### src/rtl/core/sss_pkg.sv
// Package for the semaphore sleep scheduler.
// Holds sizes, operation codes, FSM states and the sleep conversion constants.
`default_nettype none
package sss_pkg;
    localparam int NUM_PROCS_D  = 8;
    localparam int NUM_SEMS_D   = 4;
    localparam int WAIT_DEPTH_D = 8;
    localparam int TICK_HZ_D    = 100;
    localparam int BLOCK_MILLIS = 100000;
    localparam int MILLIS_SEC   = 1000;
    localparam int SLEEP_MAX    = 65535;
    localparam int COUNT_MAX    = 127;

    typedef enum logic [2:0] {
        OP_WRITE = 3'd0,
        OP_SCHED = 3'd1,
        OP_SLEEP = 3'd2,
        OP_P     = 3'd3,
        OP_V     = 3'd4
    } t_op;

    typedef enum logic [3:0] {
        ST_IDLE,
        ST_RD,
        ST_EXEC,
        ST_SCAN,
        ST_RELOAD,
        ST_QRD,
        ST_QSHIFT,
        ST_DONE
    } t_state;
endpackage
`default_nettype wire

### src/rtl/core/sss_proc_mem.sv
// Process table memory: ticks, priority and sleep count per entry.
// One write port, one registered read port. Depends on sss_pkg.
`default_nettype none
module sss_proc_mem #(
    parameter int NUM_PROCS = sss_pkg::NUM_PROCS_D,
    localparam int AW = (NUM_PROCS > 1) ? $clog2(NUM_PROCS) : 1
) (
    input  wire logic          i_clk,
    input  wire logic          i_we,
    input  wire logic [AW-1:0] i_waddr,
    input  wire logic [31:0]   i_wdata,
    input  wire logic [AW-1:0] i_raddr,
    output logic      [31:0]   o_rdata
);
    logic [31:0] r_mem [NUM_PROCS];

    always_ff @(posedge i_clk) begin
        if (i_we) begin
            r_mem[i_waddr] <= i_wdata;
        end
        o_rdata <= r_mem[i_raddr];
    end
endmodule
`default_nettype wire

### src/rtl/core/sss_queue_mem.sv
// Wait queue memory: one slot per semaphore and queue position.
// One write port, one registered read port. Depends on sss_pkg.
`default_nettype none
module sss_queue_mem #(
    parameter int DEPTH = sss_pkg::NUM_SEMS_D * sss_pkg::WAIT_DEPTH_D,
    parameter int DW    = 3,
    localparam int AW   = (DEPTH > 1) ? $clog2(DEPTH) : 1
) (
    input  wire logic          i_clk,
    input  wire logic          i_we,
    input  wire logic [AW-1:0] i_waddr,
    input  wire logic [DW-1:0] i_wdata,
    input  wire logic [AW-1:0] i_raddr,
    output logic      [DW-1:0] o_rdata
);
    logic [DW-1:0] r_mem [DEPTH];

    always_ff @(posedge i_clk) begin
        if (i_we) begin
            r_mem[i_waddr] <= i_wdata;
        end
        o_rdata <= r_mem[i_raddr];
    end
endmodule
`default_nettype wire

### src/rtl/core/semaphore_sleep_scheduler.sv
// Top level of the semaphore sleep scheduler: control FSM, counts, valid bits.
// Uses sss_pkg, sss_proc_mem and sss_queue_mem.
//
// One command word is taken when i_start is high and o_busy low. One result
// word follows on o_done for a single cycle and cannot be held off, so it
// must be captured when it appears. A write, a sleep, a P that does not
// block, a V that wakes nobody or an undefined op passes through the read,
// execute and done states. o_done rises in the same cycle that o_busy falls.
// Schedule scans the process memory one entry a cycle. When ticks run out
// the table is reloaded and scanned again. A P that blocks runs the same
// scan. A V that wakes a process reads the queue head, clears its sleep count
// and shifts the remaining queue slots forward. The process table starts
// cleared through per-entry valid bits.
`default_nettype none
module semaphore_sleep_scheduler #(
    parameter int NUM_PROCS  = sss_pkg::NUM_PROCS_D,
    parameter int NUM_SEMS   = sss_pkg::NUM_SEMS_D,
    parameter int WAIT_DEPTH = sss_pkg::WAIT_DEPTH_D,
    parameter int TICK_HZ    = sss_pkg::TICK_HZ_D
) (
    input  wire logic              i_clk,
    input  wire logic              i_rst_n,
    input  wire logic              i_start,
    output logic                   o_busy,
    input  wire logic [2:0]        i_op,
    input  wire logic [2:0]        i_proc_id,
    input  wire logic [1:0]        i_sem_id,
    input  wire logic [7:0]        i_tick_budget,
    input  wire logic [7:0]        i_prio_level,
    input  wire logic [15:0]       i_sleep_count,
    input  wire logic [19:0]       i_sleep_millis,
    input  wire logic              i_cfg_valid,
    output logic                   o_cfg_ready,
    input  wire logic [1:0]        i_cfg_index,
    input  wire logic [6:0]        i_cfg_data,
    output logic                   o_done,
    output logic                   o_ready_found,
    output logic [2:0]             o_ready_proc,
    output logic                   o_blocked,
    output logic                   o_woke,
    output logic [2:0]             o_woken_proc,
    output logic signed [7:0]      o_sem_count_out,
    output logic                   o_queue_full
);
    localparam int PAW = (NUM_PROCS > 1) ? $clog2(NUM_PROCS) : 1;
    localparam int QD  = (WAIT_DEPTH > 1) ? $clog2(WAIT_DEPTH) : 1;
    localparam int SW  = (NUM_SEMS > 1) ? $clog2(NUM_SEMS) : 1;
    localparam int QAW = SW + QD;
    localparam int QDEPTH = NUM_SEMS * (2 ** QD);
    localparam int PCW = $clog2(NUM_PROCS + 1);
    localparam logic [15:0] BLOCK_TICKS =
        16'((sss_pkg::BLOCK_MILLIS * TICK_HZ / sss_pkg::MILLIS_SEC > sss_pkg::SLEEP_MAX)
            ? sss_pkg::SLEEP_MAX : sss_pkg::BLOCK_MILLIS * TICK_HZ / sss_pkg::MILLIS_SEC);
    // products at or above this saturate; below it they fit in 26 bits
    localparam logic [29:0] SAT_PROD =
        30'((sss_pkg::SLEEP_MAX + 1) * sss_pkg::MILLIS_SEC);
    // ceil(2^36 / 1000): exact quotient for any 26-bit dividend
    localparam logic [26:0] MS_RECIP =
        27'(((64'd1 << 36) + 64'(sss_pkg::MILLIS_SEC) - 64'd1) / 64'(sss_pkg::MILLIS_SEC));

    sss_pkg::t_state r_state, n_state;

    logic [2:0]  r_op;
    logic [2:0]  r_pid;
    logic [1:0]  r_sid;
    logic [7:0]  r_tick;
    logic [7:0]  r_prio;
    logic [15:0] r_slp;
    logic [15:0] r_conv;
    logic [29:0] r_prod;
    logic signed [7:0] r_cnt [NUM_SEMS];
    logic [NUM_PROCS-1:0] r_valid;
    logic [2:0]  r_cur;
    logic [PCW-1:0] r_idx;
    logic [7:0]  r_best;
    logic        r_found;
    logic        r_pass2;
    logic [QD:0] r_qi;
    logic        r_done;
    logic        r_f_found, r_f_blocked, r_f_woke, r_f_full;
    logic [2:0]  r_f_woken;
    logic signed [7:0] r_f_cnt;

    // process memory port signals
    logic           pm_we;
    logic [PAW-1:0] pm_waddr, pm_raddr;
    logic [31:0]    pm_wdata, pm_rdata;
    logic [7:0]     rd_tick, rd_prio;
    logic [15:0]    rd_slp;
    logic           rd_valid;
    logic [31:0]    rd_word;
    logic [PAW-1:0] r_rd_addr;
    logic           r_fwd;
    logic [31:0]    r_fwd_word;
    logic [52:0]    conv_prod;

    logic           qm_we;
    logic [QAW-1:0] qm_waddr, qm_raddr;
    logic [2:0]     qm_wdata, qm_rdata;

    sss_proc_mem #(.NUM_PROCS(NUM_PROCS)) u_pmem (
        .i_clk(i_clk), .i_we(pm_we), .i_waddr(pm_waddr), .i_wdata(pm_wdata),
        .i_raddr(pm_raddr), .o_rdata(pm_rdata)
    );

    sss_queue_mem #(.DEPTH(QDEPTH), .DW(3)) u_qmem (
        .i_clk(i_clk), .i_we(qm_we), .i_waddr(qm_waddr), .i_wdata(qm_wdata),
        .i_raddr(qm_raddr), .o_rdata(qm_rdata)
    );

    logic pid_ok, sid_ok;
    logic [SW-1:0] sidx;
    logic signed [7:0] cur_cnt, cnt_m1, cnt_p1;
    assign pid_ok  = 32'(r_pid) < NUM_PROCS;
    assign sid_ok  = 32'(r_sid) < NUM_SEMS;
    assign sidx    = SW'(r_sid);
    assign cur_cnt = r_cnt[sidx];
    assign cnt_m1  = cur_cnt - 8'sd1;
    assign cnt_p1  = cur_cnt + 8'sd1;

    // a write and a read of the same entry at one edge: take the written word
    assign rd_valid = r_valid[r_rd_addr];
    assign rd_word  = r_fwd ? r_fwd_word : (rd_valid ? pm_rdata : 32'd0);
    assign rd_tick  = rd_word[31:24];
    assign rd_prio  = rd_word[23:16];
    assign rd_slp   = rd_word[15:0];

    assign conv_prod = 53'(r_prod[25:0]) * 53'(MS_RECIP);

    assign o_busy      = (r_state != sss_pkg::ST_IDLE);
    assign o_cfg_ready = (r_state == sss_pkg::ST_IDLE) && !i_start;

    logic accept;
    assign accept = i_start && !o_busy;

    logic [PAW-1:0] idx_a;
    assign idx_a = r_idx[PAW-1:0];
    logic [QD-1:0] qpos;
    assign qpos = r_qi[QD-1:0];

    // V needs the negative count as queue length
    logic [7:0] neg_c;
    assign neg_c = 8'(-cur_cnt);

    always_comb begin
        n_state  = r_state;
        pm_we    = 1'b0;
        pm_waddr = r_pid[PAW-1:0];
        pm_wdata = {rd_tick, rd_prio, rd_slp};
        pm_raddr = r_pid[PAW-1:0];
        qm_we    = 1'b0;
        qm_waddr = {sidx, qpos};
        qm_wdata = r_pid;
        qm_raddr = {sidx, qpos};
        unique case (r_state)
            sss_pkg::ST_IDLE: begin
                if (accept) begin
                    n_state = sss_pkg::ST_RD;
                end
            end
            sss_pkg::ST_RD: begin
                pm_raddr = r_pid[PAW-1:0];
                n_state  = sss_pkg::ST_EXEC;
            end
            sss_pkg::ST_EXEC: begin
                n_state = sss_pkg::ST_DONE;
                priority case (r_op)
                    sss_pkg::OP_WRITE: begin
                        pm_we    = pid_ok;
                        pm_wdata = {r_tick, r_prio, r_slp};
                    end
                    sss_pkg::OP_SCHED: begin
                        pm_raddr = '0;
                        n_state  = sss_pkg::ST_SCAN;
                    end
                    sss_pkg::OP_SLEEP: begin
                        pm_we    = pid_ok;
                        pm_wdata = {rd_tick, rd_prio, r_conv};
                    end
                    sss_pkg::OP_P: begin
                        if (sid_ok && pid_ok && !(cnt_m1 < 0 && -32'(cnt_m1) > WAIT_DEPTH)
                            && cnt_m1 < 0) begin
                            pm_we    = 1'b1;
                            pm_wdata = {rd_tick, rd_prio, BLOCK_TICKS};
                            qm_we    = 1'b1;
                            qm_waddr = {sidx, QD'(-32'(cnt_m1) - 1)};
                            pm_raddr = '0;
                            n_state  = sss_pkg::ST_SCAN;
                        end
                    end
                    sss_pkg::OP_V: begin
                        if (sid_ok && cur_cnt < 8'sd127 && cnt_p1 <= 0) begin
                            qm_raddr = {sidx, QD'(0)};
                            n_state  = sss_pkg::ST_QRD;
                        end
                    end
                    default: ;
                endcase
            end
            sss_pkg::ST_SCAN: begin
                pm_raddr = PAW'(r_idx + PCW'(1));
                if (32'(r_idx) == NUM_PROCS - 1) begin
                    if (r_found || (rd_tick > r_best && rd_slp == 16'd0) || r_pass2) begin
                        n_state = sss_pkg::ST_DONE;
                    end else begin
                        pm_raddr = '0;
                        n_state  = sss_pkg::ST_RELOAD;
                    end
                end
            end
            sss_pkg::ST_RELOAD: begin
                pm_raddr = PAW'(r_idx + PCW'(1));
                pm_we    = 1'b1;
                pm_waddr = idx_a;
                pm_wdata = {rd_prio, rd_prio, rd_slp};
                if (32'(r_idx) == NUM_PROCS - 1) begin
                    pm_raddr = '0;
                    n_state  = sss_pkg::ST_SCAN;
                end
            end
            sss_pkg::ST_QRD: begin
                // r_qi==0: head read; later: slot qi read, write to qi-1
                if (r_qi == '0) begin
                    pm_raddr = qm_rdata[PAW-1:0];
                    qm_raddr = {sidx, QD'(1)};
                    n_state  = sss_pkg::ST_QSHIFT;
                end else begin
                    qm_we    = 1'b1;
                    qm_waddr = {sidx, QD'(r_qi - 1'b1)};
                    qm_wdata = qm_rdata;
                    qm_raddr = {sidx, QD'(r_qi + 1'b1)};
                    if (32'(r_qi) >= 32'(neg_c) || 32'(r_qi) + 1 >= WAIT_DEPTH) begin
                        n_state = sss_pkg::ST_DONE;
                    end else begin
                        n_state = sss_pkg::ST_QSHIFT;
                    end
                end
            end
            sss_pkg::ST_QSHIFT: begin
                if (r_qi == (QD+1)'(1)) begin
                    // clear sleep of woken process
                    pm_we    = 32'(r_f_woken) < NUM_PROCS;
                    pm_waddr = r_f_woken[PAW-1:0];
                    pm_wdata = {rd_tick, rd_prio, 16'd0};
                    if (neg_c == 8'd0 || WAIT_DEPTH == 1) begin
                        n_state = sss_pkg::ST_DONE;
                    end else begin
                        n_state = sss_pkg::ST_QRD;
                    end
                end else begin
                    qm_raddr = {sidx, qpos};
                    n_state  = sss_pkg::ST_QRD;
                end
            end
            sss_pkg::ST_DONE: begin
                n_state = sss_pkg::ST_IDLE;
            end
            default: n_state = sss_pkg::ST_IDLE;
        endcase
    end

    always_ff @(posedge i_clk) begin
        if (!i_rst_n) begin
            r_state <= sss_pkg::ST_IDLE;
        end else begin
            r_state <= n_state;
        end
    end

    always_ff @(posedge i_clk) begin
        r_rd_addr  <= pm_raddr;
        r_fwd      <= pm_we && (pm_waddr == pm_raddr);
        r_fwd_word <= pm_wdata;
        r_prod     <= 30'(i_sleep_millis) * 30'(TICK_HZ);
        if (accept) begin
            r_op   <= i_op;
            r_pid  <= i_proc_id;
            r_sid  <= i_sem_id;
            r_tick <= i_tick_budget;
            r_prio <= i_prio_level;
            r_slp  <= i_sleep_count;
        end
        if (r_state == sss_pkg::ST_RD) begin
            r_conv <= (r_prod >= SAT_PROD) ? 16'(sss_pkg::SLEEP_MAX) : conv_prod[51:36];
        end
    end

    always_ff @(posedge i_clk) begin
        if (!i_rst_n) begin
            r_valid <= '0;
            r_cur   <= '0;
            r_done  <= 1'b0;
            for (int k = 0; k < NUM_SEMS; k++) begin
                r_cnt[k] <= '0;
            end
            r_idx <= '0; r_best <= '0; r_found <= 1'b0; r_pass2 <= 1'b0;
            r_qi <= '0;
            r_f_found <= 1'b0; r_f_blocked <= 1'b0; r_f_woke <= 1'b0;
            r_f_full <= 1'b0; r_f_woken <= '0; r_f_cnt <= '0;
        end else begin
            r_done <= (r_state == sss_pkg::ST_DONE);
            if (pm_we) begin
                r_valid[pm_waddr] <= 1'b1;
            end
            if (i_cfg_valid && o_cfg_ready && 32'(i_cfg_index) < NUM_SEMS) begin
                r_cnt[SW'(i_cfg_index)] <= signed'({1'b0, i_cfg_data});
            end
            if (accept) begin
                r_f_found <= 1'b0; r_f_blocked <= 1'b0; r_f_woke <= 1'b0;
                r_f_full <= 1'b0; r_f_woken <= '0; r_f_cnt <= '0;
                r_idx <= '0; r_best <= '0; r_found <= 1'b0; r_pass2 <= 1'b0;
                r_qi <= '0;
            end
            if (r_state == sss_pkg::ST_EXEC) begin
                if (r_op == sss_pkg::OP_P && sid_ok) begin
                    if (!pid_ok) begin
                        r_f_cnt <= cur_cnt;
                    end else if (cnt_m1 < 0 && -32'(cnt_m1) > WAIT_DEPTH) begin
                        r_f_full <= 1'b1;
                        r_f_cnt  <= cur_cnt;
                    end else begin
                        r_cnt[sidx] <= cnt_m1;
                        r_f_cnt     <= cnt_m1;
                        r_f_blocked <= cnt_m1 < 0;
                    end
                end
                if (r_op == sss_pkg::OP_V && sid_ok) begin
                    if (cur_cnt >= 8'sd127) begin
                        r_f_full <= 1'b1;
                        r_f_cnt  <= cur_cnt;
                    end else begin
                        r_cnt[sidx] <= cnt_p1;
                        r_f_cnt     <= cnt_p1;
                        r_f_woke    <= cnt_p1 <= 0;
                    end
                end
            end
            if (r_state == sss_pkg::ST_SCAN) begin
                if (rd_tick > r_best && rd_slp == 16'd0) begin
                    r_best  <= rd_tick;
                    r_cur   <= 3'(idx_a);
                    r_found <= 1'b1;
                end
                if (32'(r_idx) == NUM_PROCS - 1) begin
                    r_idx     <= '0;
                    r_f_found <= r_found || (rd_tick > r_best && rd_slp == 16'd0);
                    r_pass2   <= 1'b1;
                end else begin
                    r_idx <= r_idx + PCW'(1);
                end
            end
            if (r_state == sss_pkg::ST_RELOAD) begin
                r_idx <= (32'(r_idx) == NUM_PROCS - 1) ? '0 : r_idx + PCW'(1);
            end
            if (r_state == sss_pkg::ST_QRD) begin
                if (r_qi == '0) begin
                    r_f_woken <= qm_rdata;
                end
                r_qi <= r_qi + 1'b1;
            end
        end
    end

    assign o_done          = r_done;
    assign o_ready_found   = r_f_found;
    assign o_ready_proc    = r_cur;
    assign o_blocked       = r_f_blocked;
    assign o_woke          = r_f_woke;
    assign o_woken_proc    = r_f_woken;
    assign o_sem_count_out = r_f_cnt;
    assign o_queue_full    = r_f_full;

    a_done_after_busy: assert property (@(posedge i_clk) disable iff (!i_rst_n)
        o_done |-> $past(o_busy)) else $error("done without work");
    a_no_start_busy: assert property (@(posedge i_clk) disable iff (!i_rst_n)
        (i_start && !o_busy) |=> o_busy) else $error("command not taken");
    a_block_excl: assert property (@(posedge i_clk) disable iff (!i_rst_n)
        o_done |-> !(o_blocked && o_woke)) else $error("blocked and woke");
endmodule
`default_nettype wire

### config.mk
export PLATFORM = sky130hd
export DESIGN_NAME = semaphore_sleep_scheduler
export DESIGN_NICKNAME = d
export VERILOG_FILES = /design/src/rtl/core/sss_pkg.sv /design/src/rtl/core/sss_proc_mem.sv /design/src/rtl/core/sss_queue_mem.sv /design/src/rtl/core/semaphore_sleep_scheduler.sv
export SDC_FILE = /design/constraint.sdc
export NUM_CORES = 1
export LEC_CHECK = 0
export BUFFER_PORTS_ARGS = -buffer_cell sky130_fd_sc_hd__clkbuf_2
export CAP_MARGIN = 10
export CELL_PAD_IN_SITES_DETAIL_PLACEMENT = 2
export CELL_PAD_IN_SITES_GLOBAL_PLACEMENT = 2
export CORE_MARGIN = 2
export CORE_UTILIZATION = 38
export DETAILED_ROUTE_END_ITERATION = 10
export GPL_TIMING_DRIVEN = 0
export PLACE_DENSITY_LB_ADDON = 0.1
export SLEW_MARGIN = 20
export SYNTH_ARGS = -nofsm -noshare
export SYNTH_HDL_FRONTEND = slang
export SYNTH_SLANG_ARGS = --single-unit
### constraint.sdc
create_clock -name i_clk -period 8.86 [get_ports i_clk]
set_input_delay 0.886 -clock i_clk [delete_from_list [all_inputs] [get_ports i_clk]]
set_output_delay 0.886 -clock i_clk [all_outputs]
set_load 0.005 [all_outputs]
==> results of run 1 <==
==> registers in the layout, summed over array words and instances, names as in the netlist, 2 cells and up, named ones only <==
| signal | count |
|---|---|
| o_ready_proc | 3 |
| o_sem_count_out | 8 |
| o_woken_proc | 3 |
| r_best | 8 |
| r_cnt | 32 |
| r_conv | 16 |
| r_fwd_word | 32 |
| r_idx | 4 |
| r_op | 3 |
| r_pid | 3 |
| r_prio | 8 |
| r_prod | 25 |
| r_qi | 4 |
| r_rd_addr | 3 |
| r_sid | 2 |
| r_slp | 16 |
| r_state | 3 |
| r_tick | 8 |
| r_valid | 8 |
| u_pmem.o_rdata | 32 |
| u_pmem.r_mem | 256 |
| u_qmem.o_rdata | 3 |
| u_qmem.r_mem | 96 |
==> final timing paths <==
path              slack (ps)               from  depth (start not counted)         end
setup / recovery         600         r_prod[15]                         26  r_conv[15]
hold / removal           360  i_sleep_millis[0]                          1   r_prod[2]
setup reg to reg         600         r_prod[15]                         26  r_conv[15]
hold reg to reg          470         r_valid[5]                          1  r_valid[5]
==> cell usage after synthesis, types with 9 or more instances <==
cell type / number
a21o_1: 15
mux2_2: 56
nand4_1: 17
mux4_2: 10
mux2i_1: 240
xor2_1: 15
nor3_1: 30
inv_1: 427
nand2b_1: 24
ha_1: 353
o22ai_1: 22
o21a_1: 14
a221o_1: 9
or2_2: 9
a2bb2oi_1: 13
a211o_1: 12
nor2_1: 199
a31oi_1: 18
nor2b_1: 10
buf_6: 13
nor4_1: 18
a21oi_1: 103
a22oi_1: 28
xnor2_1: 30
fa_1: 209
and3_1: 10
buf_2: 15
nand3_1: 33
a221oi_1: 16
clkbuf_1: 57
o211ai_1: 18
nand2_1: 110
dfxtp_1: 146
o21ai_0: 53
edfxtp_1: 440
a22o_1: 15
==> metal layers <==
layer,part of all wire,track usage
met4,0.029,0.06999
met1,0.43,0.2802
met5,0,0
met3,0.029,0.02985
met2,0.51,0.4091
==> per-stage QoR <==
stage / std cells / setup WS (ps) / setup TNS [ps]
after floorplan: 2922 / 1718 / 0
after global placement: 4269 / -1183 / -286220
after detailed placement: 4283 / 225.6 / 0
after CTS: 4410 / 182.9 / 0
after global routing: 4410 / 64.04 / 0
final: 4410 / 596.2 / 0
==> area by class of cell <==
type / count / area (sq um)
fill: 9482 / 52710
multi-input combinational: 1808 / 17360
sequential: 586 / 16140
clock buffer: 91 / 1899
inverter: 431 / 1620
tap: 1254 / 1569
timing repair buffer: 107 / 763.2
buffer: 97 / 500.5
clock inverter: 36 / 486.7
==> critical path: stages, from the launching register on <==
cell	delay [ps]
dfxtp_1	750
inv_1	360
ha_1	500
inv_1	90
fa_1	520
inv_1	60
fa_1	500
inv_1	50
fa_1	470
inv_1	60
fa_1	560
inv_1	70
fa_1	530
inv_1	60
fa_1	470
ha_1	320
a21oi_1	160
o21ai_0	280
a21oi_1	220
nand3_1	220
o211ai_1	320
a21oi_1	170
o31ai_1	400
a21boi_0	250
o2111ai_1	280
and3_1	180
o21ai_0	100
==> what timing repair did <==
item,4_1_cts,5_1_grt
setup buffers,0,0
endpoints found under the setup margin,0,1
gates resized for setup,0,1
==> kinds of logic after synthesis <==
logic type | after synthesis | share of synthesized area
muxes | 306 | 0.09169
adders and majority gates | 562 | 0.2420
AOI/OAI and AO/OA | 394 | 0.07482
buffers and inverters | 528 | 0.05961
and+or+nand+nor | 499 | 0.06546
DFF | 586 | 0.4541
xor gates and xnor gates | 47 | 0.01232
==> summary.md, run 1 <==
| Metric | Value |
|---|---|
| Worst Max-Slew Pin Slew | approximately 1000 ps |
| First-pass GRT wire length | between 150 and 200 mm |
| Fin Hold WS | around 360 ps |
| CTS tree | built |
| DR WL/cell | between 20 and 25 um |
| Largest net degree at the start of global routing | 47 |
| Worst-path clk slew | around 60 ps |
| Area leader, netlist | edfxtp_1 |
| FF+latch count, synth | 586 |
| Asr flop ratio synth | 0 |
| Clock Latency Late Sink | 670 ps |
| # DRC | 0 |
| Core Box Area | 0.09305 sq mm |
| EDFF count, synth | 440 |
| Detail Route Antenna Nets | 0 |
| Worst EP arrival | 8590 ps |
| Netlist cell types | 81 |
| Sequential cell area fraction in the yosys report | 0.4541 |
| Status | completed |
| Critical path endpoint category | register |
| Max Slew Vio Count | 0 |
| Syn Inst Count | roughly 2900 |
| Final core utilization | 0.4335 |
| CTS Buf Count | around 70 |
| Starting Density | 0.3819 |
| Die width | roughly 310 um |
| # port buffers | just over 90 |
| Minimum clock period | between 8000 and 9000 ps |
| Commonest non-fill, non-tap cell in the layout | edfxtp_1 |
| TritonRoute pass-1 iters | 4 |
| Final WL | around 110 mm |
| Layout area overhead | 13.52% |
| Placed Area | between 0.03 and 0.04 sq mm |
| Setup CP Type | register to register |
| Fin nets | 3735 |
| Root buf cell | clkbuf_16 |
| CTS H-tree depth | 3 |
| Hold crit path type | input port to register |
| Syn_area_per_cell | between 10 and 15 sq um |
| Worst setup SP type | register |
| Vias per std cell | between 5 and 6 |
| Mapped Area | roughly 0.036 sq mm |
| Syn_nets | ~3600 |
| Ports | 94 |
| Number of global-route vias before repair | between 20000 and 30000 |
| CP Max Fanout | 7 |
| Unrepaired setup endpoints after global routing | false |
| Synth warn | 0 |
| Main synth FF type | edfxtp_1 |
| CP Data Required Time | roughly 9200 ps |
| Layout Skew | approximately 46 ps |
| Site row count | 112 |
| Cts hold-fix bufs | 0 |
| Total congestion overflow | 0 |
| CTS Buffer Depth | 3 |
| Synth top area cells | edfxtp_1 (37%), ha_1 (12%), fa_1 (12%) |
| GP Congestion | ~0.85 |
| Drt initial violations | between 1000 and 1500 |
| Final Setup Violations | 0 |
| Initial antenna violation count | 1 |
| Fin. Hold Viols | 0 |
| Slew HR | 0.3056 |
| Layout cells sized above 1 | 0.1131 |
| Part of the cycle the worst path needs | 0.9327 |
| Design area | 0.04034 sq mm |
| Via count | 23210 |
| Clock Sinks | around 600 |
| Die Ht | 309.8 um |
| Most frequent cells in the layout | edfxtp_1 (440), inv_1 (426), ha_1 (353) |
| FMAX | between 100 and 150 MHz |
| Max-Cap Viols | 0 |
| Diodes inserted | 0 |
| Synth top area share | 0.3718 |
| Total Routing Usage GR | 0.2266 |
| Full die area | about 0.096 sq mm |
| Post-detail-place hpwl | between 80 and 90 mm |
Power of run 1 is left out: the tool's default activity adds up to more than one toggle a clock period on the data nets, which glitch-free logic cannot reach.
==> inputs of run 2 (changes only) <==
--- a/config.mk
+++ b/config.mk
@@ -17,4 +17,5 @@
 export SLEW_MARGIN = 20
 export SYNTH_ARGS = -nofsm -noshare
 export SYNTH_HDL_FRONTEND = slang
+export SYNTH_HIERARCHICAL = 1
 export SYNTH_SLANG_ARGS = --single-unit
==> summary.md, run 2 <==
| Metric | Value |
|---|---|
| Worst setup SP type | register |
| Via count | 22870 |
| Syn_nets | between 3000 and 4000 |
| Synth Area in Compound Gates | 0.07516 |
| Area leader, netlist | edfxtp_1 |
| Die width | 309.4 um |
| Setup TNS Final | 0 ps |
| Mapped Area | around 0.035 sq mm |
| Sequential cell area fraction in the yosys report | 0.4553 |
| Asr flop ratio synth | 0 |
| Cts hold-fix bufs | 0 |
| Syn Inst Count | roughly 2800 |
| Multi-input logic area | 0.01742 sq mm |
| Most frequent cells in the layout | edfxtp_1 (440), inv_1 (415), ha_1 (353) |
| Main synth FF type | edfxtp_1 |
| Layout Skew | approximately 40 ps |
| # DRC | 0 |
| Clock Sinks | ~590 |
| Post-detail-place hpwl | 82.23 mm |
| CTS resizes | 0 |
| Synth warn | 6 |
| Max reg flops | 256 |
| Commonest non-fill, non-tap cell in the layout | edfxtp_1 |
| Layout area overhead | 13.20% |
| Hold crit path type | input port to register |
| Total congestion overflow | 0 |
| Fin nets | 3591 |
| Clock Latency Late Sink | about 650 ps |
| First-pass GRT wire length | between 150 and 200 mm |
| Root buf cell | clkbuf_16 |
| GP Congestion | ~0.83 |
| Syn_area_per_cell | roughly 13 sq um |
| Drt initial violations | between 1000 and 1500 |
| Worst path bufs/invs | 7 |
| Netlist cell types | 98 |
| CP peak stage delay | 680 ps |
| Worst Max-Slew Pin Slew | roughly 1100 ps |
| TritonRoute pass-1 iters | 7 |
| Status | completed |
| Layout cells sized above 1 | 0.1332 |
| CP Data Required Time | a little over 9000 ps |
| EDFF count, synth | between 400 and 500 |
| Initial antenna violation count | 3 |
| Detail Route Antenna Nets | 0 |
| XOR/XNOR share of the synthesized area | 0.01010 |
| Critical path's top delay family | adder cells |
| Slowest cell on crit path | a2111oi_2 |
| Largest family of logic cells by synthesized area | adder cells |
| DR WL/cell | 25.22 um |
| CTS H-tree depth | 3 |
| Synth top area share | 0.3728 |
| CTS Buf Count | about 70 |
| Sequential cell area | between 0.015 and 0.02 sq mm |
| Part of the cycle the worst path needs | 0.9355 |
| Site row count | around 110 |
| Vias per std cell | around 5.4 |
| Commonest cells in the netlist | edfxtp_1 (440), inv_1 (416), ha_1 (353), fa_1 (209), nand2_1 (168) |
| Synth top area cells | edfxtp_1 (37%), ha_1 (12%), fa_1 (12%) |
| Minimum clock period | roughly 8300 ps |
| Crit-path cells | inv_1, ha_1, inv_1, fa_1, inv_1, fa_1, inv_1, fa_1, inv_1, fa_1, inv_1, fa_1, inv_1, fa_1, ha_1, nand4_1, a2111oi_2, o311ai_2, a21boi_1, or4_1, a31o_2, a21oi_1, mux2_2 |
| Final WL | roughly 110 mm |
| Full die area | roughly 0.096 sq mm |
| Mux cell area share after synthesis | 0.08607 |
| Ports | 94 |
| Most frequent cell after synthesis | edfxtp_1 |
| Biggest registers after layout | u_pmem/r_mem (256), u_qmem/r_mem (96) |
| CP most frequent cell | inv_1 |
| Simple-gate share of the synthesized area | 0.07495 |
| Critical path endpoint category | register |
| # fillers | a little over 9000 |
| FF+latch count, synth | ~590 |
| CTS tree | built |
| Die Ht | between 300 and 400 um |
| Core Box Area | between 0.09 and 0.1 sq mm |
| Fin. Hold Viols | 0 |
| Post-synthesis adder-cell area fraction | 0.2427 |
| Worst-path clk slew | 60 ps |
| Worst EP arrival | 8670 ps |
| Final Setup Violations | 0 |
| Top reg by flops | u_pmem/r_mem |
| Setup bufs post-CTS | 0 |
| Setup CP Type | register to register |
| Max Slew Vio Count | 0 |
| Largest net degree at the start of global routing | 42 |
| Total Routing Usage GR | 0.2302 |
| Unrepaired setup endpoints after global routing | false |
| Max-Cap Viols | 0 |
| FMAX | approximately 120 MHz |
| Number of global-route vias before repair | ~26000 |
| Slew HR | 0.2842 |
| Diodes inserted | 0 |
| CP Max Fanout | 7 |
| # port buffers | just over 90 |
| CTS Buffer Depth | 3 |
| Starting Density | 0.3815 |
## run 2: worst paths after layout
| path | start | to | slack [ps] | cells past startpoint |
|---|---|---|---|---|
| setup / recovery | r_prod[15] | r_conv[12] | 570 | 23 |
| hold / removal | i_sleep_millis[1] | r_prod[3] | 380 | 1 |
| setup reg to reg | r_prod[15] | r_conv[12] | 570 | 23 |
| hold reg to reg | r_valid[1] | r_valid[1] | 470 | 2 |
## run 2: cell type report
type,count,share of cell area
Buffer,79,0.01020
Clock buffer,89,0.04694
Clock inverter,37,0.008171
Inverter,418,0.03917
Multi-Input combinational cell,1688,0.4342
Sequential cell,586,0.4022
Tap cell,1254,0.03911
Timing Repair Buffer,114,0.02002
## run 2: routing by layer
metal	up-vias	part of all wire	wire, um	track usage
met5	-	0	0	0
met3	162	0.039	4162	0.03525
met4	0	0.028	2971	0.07180
met2	407	0.51	54660	0.4093
met1	12030	0.43	45790	0.2874
li1	10280	-	-	-
## run 2: cell families after synthesis
family,Yosys count
flip-flops,586
adder cells (fa/ha/maj),562
AND/OR/NAND/NOR,541
buffers and inverters,497
AO/OA/AOI/OAI,391
multiplexers,154
XOR/XNOR,40
## run 2: through the flow
stage	std cells	hold slack [ps]	setup WS (ps)	util	instance area (sq um)
final	4265	384.5	571.7	0.4318	40120
after global routing	4265	369.0	81.63	0.4318	40120
after CTS	4265	340.1	235.1	0.4317	40110
after detailed placement	4139	458.1	247.7	0.4079	37900
after global placement	4118	436.0	-2657	0.4034	37480
after floorplan	2771	419.8	1865	-	35440
Power of run 2 is left out for the same reason.
==> inputs of run 3 (changes only) <==
--- a/config.mk
+++ b/config.mk
@@ -17,5 +17,4 @@
 export SLEW_MARGIN = 20
 export SYNTH_ARGS = -nofsm -noshare
 export SYNTH_HDL_FRONTEND = slang
-export SYNTH_HIERARCHICAL = 1
 export SYNTH_SLANG_ARGS = --single-unit
==> constraint.sdc (replaced) <==
create_clock -name i_clk -period 6.75 [get_ports i_clk]
set_input_delay 0.675 -clock i_clk [delete_from_list [all_inputs] [get_ports i_clk]]
set_output_delay 0.675 -clock i_clk [all_outputs]
set_load 0.005 [all_outputs]
==> summary.md, run 3 (synthesized netlist as in run 1, its figures left out) <==
| Metric | Value |
|---|---|
| Worst r2r dst | r_conv[13] |
| CTS H-tree depth | 3 |
| Minimum clock period | slightly below 7000 ps |
| TritonRoute pass-1 iters | 6 |
| Max reg flops | around 260 |
| Ports | 94 |
| Vias per std cell | 5.272 |
| CP Data Required Time | between 7000 and 8000 ps |
| First-pass GRT wire length | around 170 mm |
| Initial antenna violation count | 1 |
| CP Max Fanout | 4 |
| Die width | about 310 um |
| Fin nets | 3823 |
| Slowest cell on crit path | fa_1 |
| Worst-path clk slew | 60 ps |
| Hold crit path type | input port to register |
| Full die area | roughly 0.096 sq mm |
| Layout area overhead | 18.22% |
| CTS Buffer Depth | 3 |
| Placed insts | ~4300 |
| FMAX | between 100 and 150 MHz |
| Top reg by flops | u_pmem.r_mem |
| CTS Buf Count | 69 |
| Final WL | roughly 110 mm |
| Biggest registers after layout | u_pmem.r_mem (256), u_qmem.r_mem (96) |
| Total Routing Usage GR | 0.2312 |
| Number of global-route vias before repair | 27120 |
| Starting Density | 0.3819 |
| Unrepaired setup endpoints after global routing | true |
| # DRC | 0 |
| CP peak stage delay | about 570 ps |
| Pre-CTS WS | -1884 ps |
| Core Box Area | 0.09305 sq mm |
| CTS tree | built |
| DR WL/cell | 24.28 um |
| GP Congestion | roughly 0.85 |
| Site row count | 112 |
| Largest net degree at the start of global routing | 47 |
| Worst Max-Slew Pin Slew | about 1000 ps |
| Final Setup Violations | 8 |
| Last element of the critical path | r_conv[13] |
| Status | finished with violations |
| Worst EP arrival | approximately 7300 ps |
| Fin. Hold Viols | 0 |
| Via count | 23710 |
| Post-detail-place hpwl | ~80 mm |
| Fin Hold WS | approximately 150 ps |
| Failing checks | setup timing |
| Reg2reg start | r_prod[23] |
| Detail Route Antenna Nets | 0 |
| Part of the cycle the worst path needs | 1.025 |
| Layout Skew | approximately 49 ps |
| Critical path endpoint category | register |
| Clock Sinks | approximately 600 |
| Root buf cell | clkbuf_16 |
| Diodes inserted | 0 |
| CP Launch Point | r_prod[23] |
| Worst setup SP type | register |
| Slew HR | 0.2978 |
| CP most frequent cell | fa_1 |
| Setup CP Type | register to register |
| R2R setup slack | -170 ps |
| Layout cells sized above 1 | 0.1850 |
| Die Ht | just over 300 um |
| Drt initial violations | approximately 1300 |
| Max-Cap Viols | 0 |
| Finished Layout Cells | roughly 4500 |
| Commonest non-fill, non-tap cell in the layout | edfxtp_1 |
| Reg2reg path depth | 26 |
| Worst setup margin | -167.8 ps |
| Total congestion overflow | 0 |
| Max Slew Vio Count | 0 |
| # port buffers | 93 |
| Clock Latency Late Sink | about 670 ps |
| Most frequent cells in the layout | edfxtp_1 (440), inv_1 (415), ha_1 (331) |
-- run 3: area by class of cell --
class | instances | area (sq um)
clock inverter | 36 | 486.7
tap | 1254 | 1569
fill | 9364 | 51040
multi-input combinational | 1808 | 18140
sequential | 586 | 16220
buffer | 91 | 499.2
clock buffer | 91 | 1899
timing repair buffer | 201 | 1570
inverter | 431 | 1632
-- run 3: what timing repair did --
item | CTS | global route
buffers inserted | 57 | 38
pin swaps | 65 | 67
hold buffers | 0 | 0
endpoints found under the setup margin | 614 | 415
resized for setup | 163 | 81
-- run 3: critical path, delay by kind of cell, from the launching register on --
kind	cells	cell delay (ps)
flip-flops	1	360
AND/OR/NAND/NOR	6	690
AO/OA/AOI/OAI	5	1110
buffers and inverters	7	860
adder cells (fa/ha/maj)	8	3670
-- run 3: per-layer routing --
| layer | part of all wire | track usage |
|---|---|---|
| met5 | 0 | 0 |
| met4 | 0.032 | 0.07538 |
| met3 | 0.031 | 0.03074 |
| met2 | 0.51 | 0.4177 |
| met1 | 0.42 | 0.2841 |
-- run 3: through the flow --
step / setup TNS, ps / instance area, sq um / util
3_3_place_gp: -1050960 / 37570 / 0.4038
4_1_cts: -1002 / 41390 / 0.4448
2_1_floorplan: -102040 / 35540 / -
5_1_grt: -4044 / 42010 / 0.4515
3_5_place_dp: -530940 / 37940 / 0.4078
6_report: -615.6 / 42010 / 0.4515
-- run 3: worst min path at each step --
stage / cells past startpoint / from / to / slack [ps]
4_1_cts: 1 / i_sleep_millis[1] / r_prod[3] / 100
6_report: 1 / i_sleep_millis[1] / r_prod[3] / 150
5_1_grt: 1 / i_sleep_millis[1] / r_prod[3] / 110
3_5_place_dp: 2 / r_found / r_found / 460
2_1_floorplan: 2 / r_found / r_found / 430
3_3_place_gp: 2 / r_found / r_found / 440
Power of run 3 is left out for the same reason.
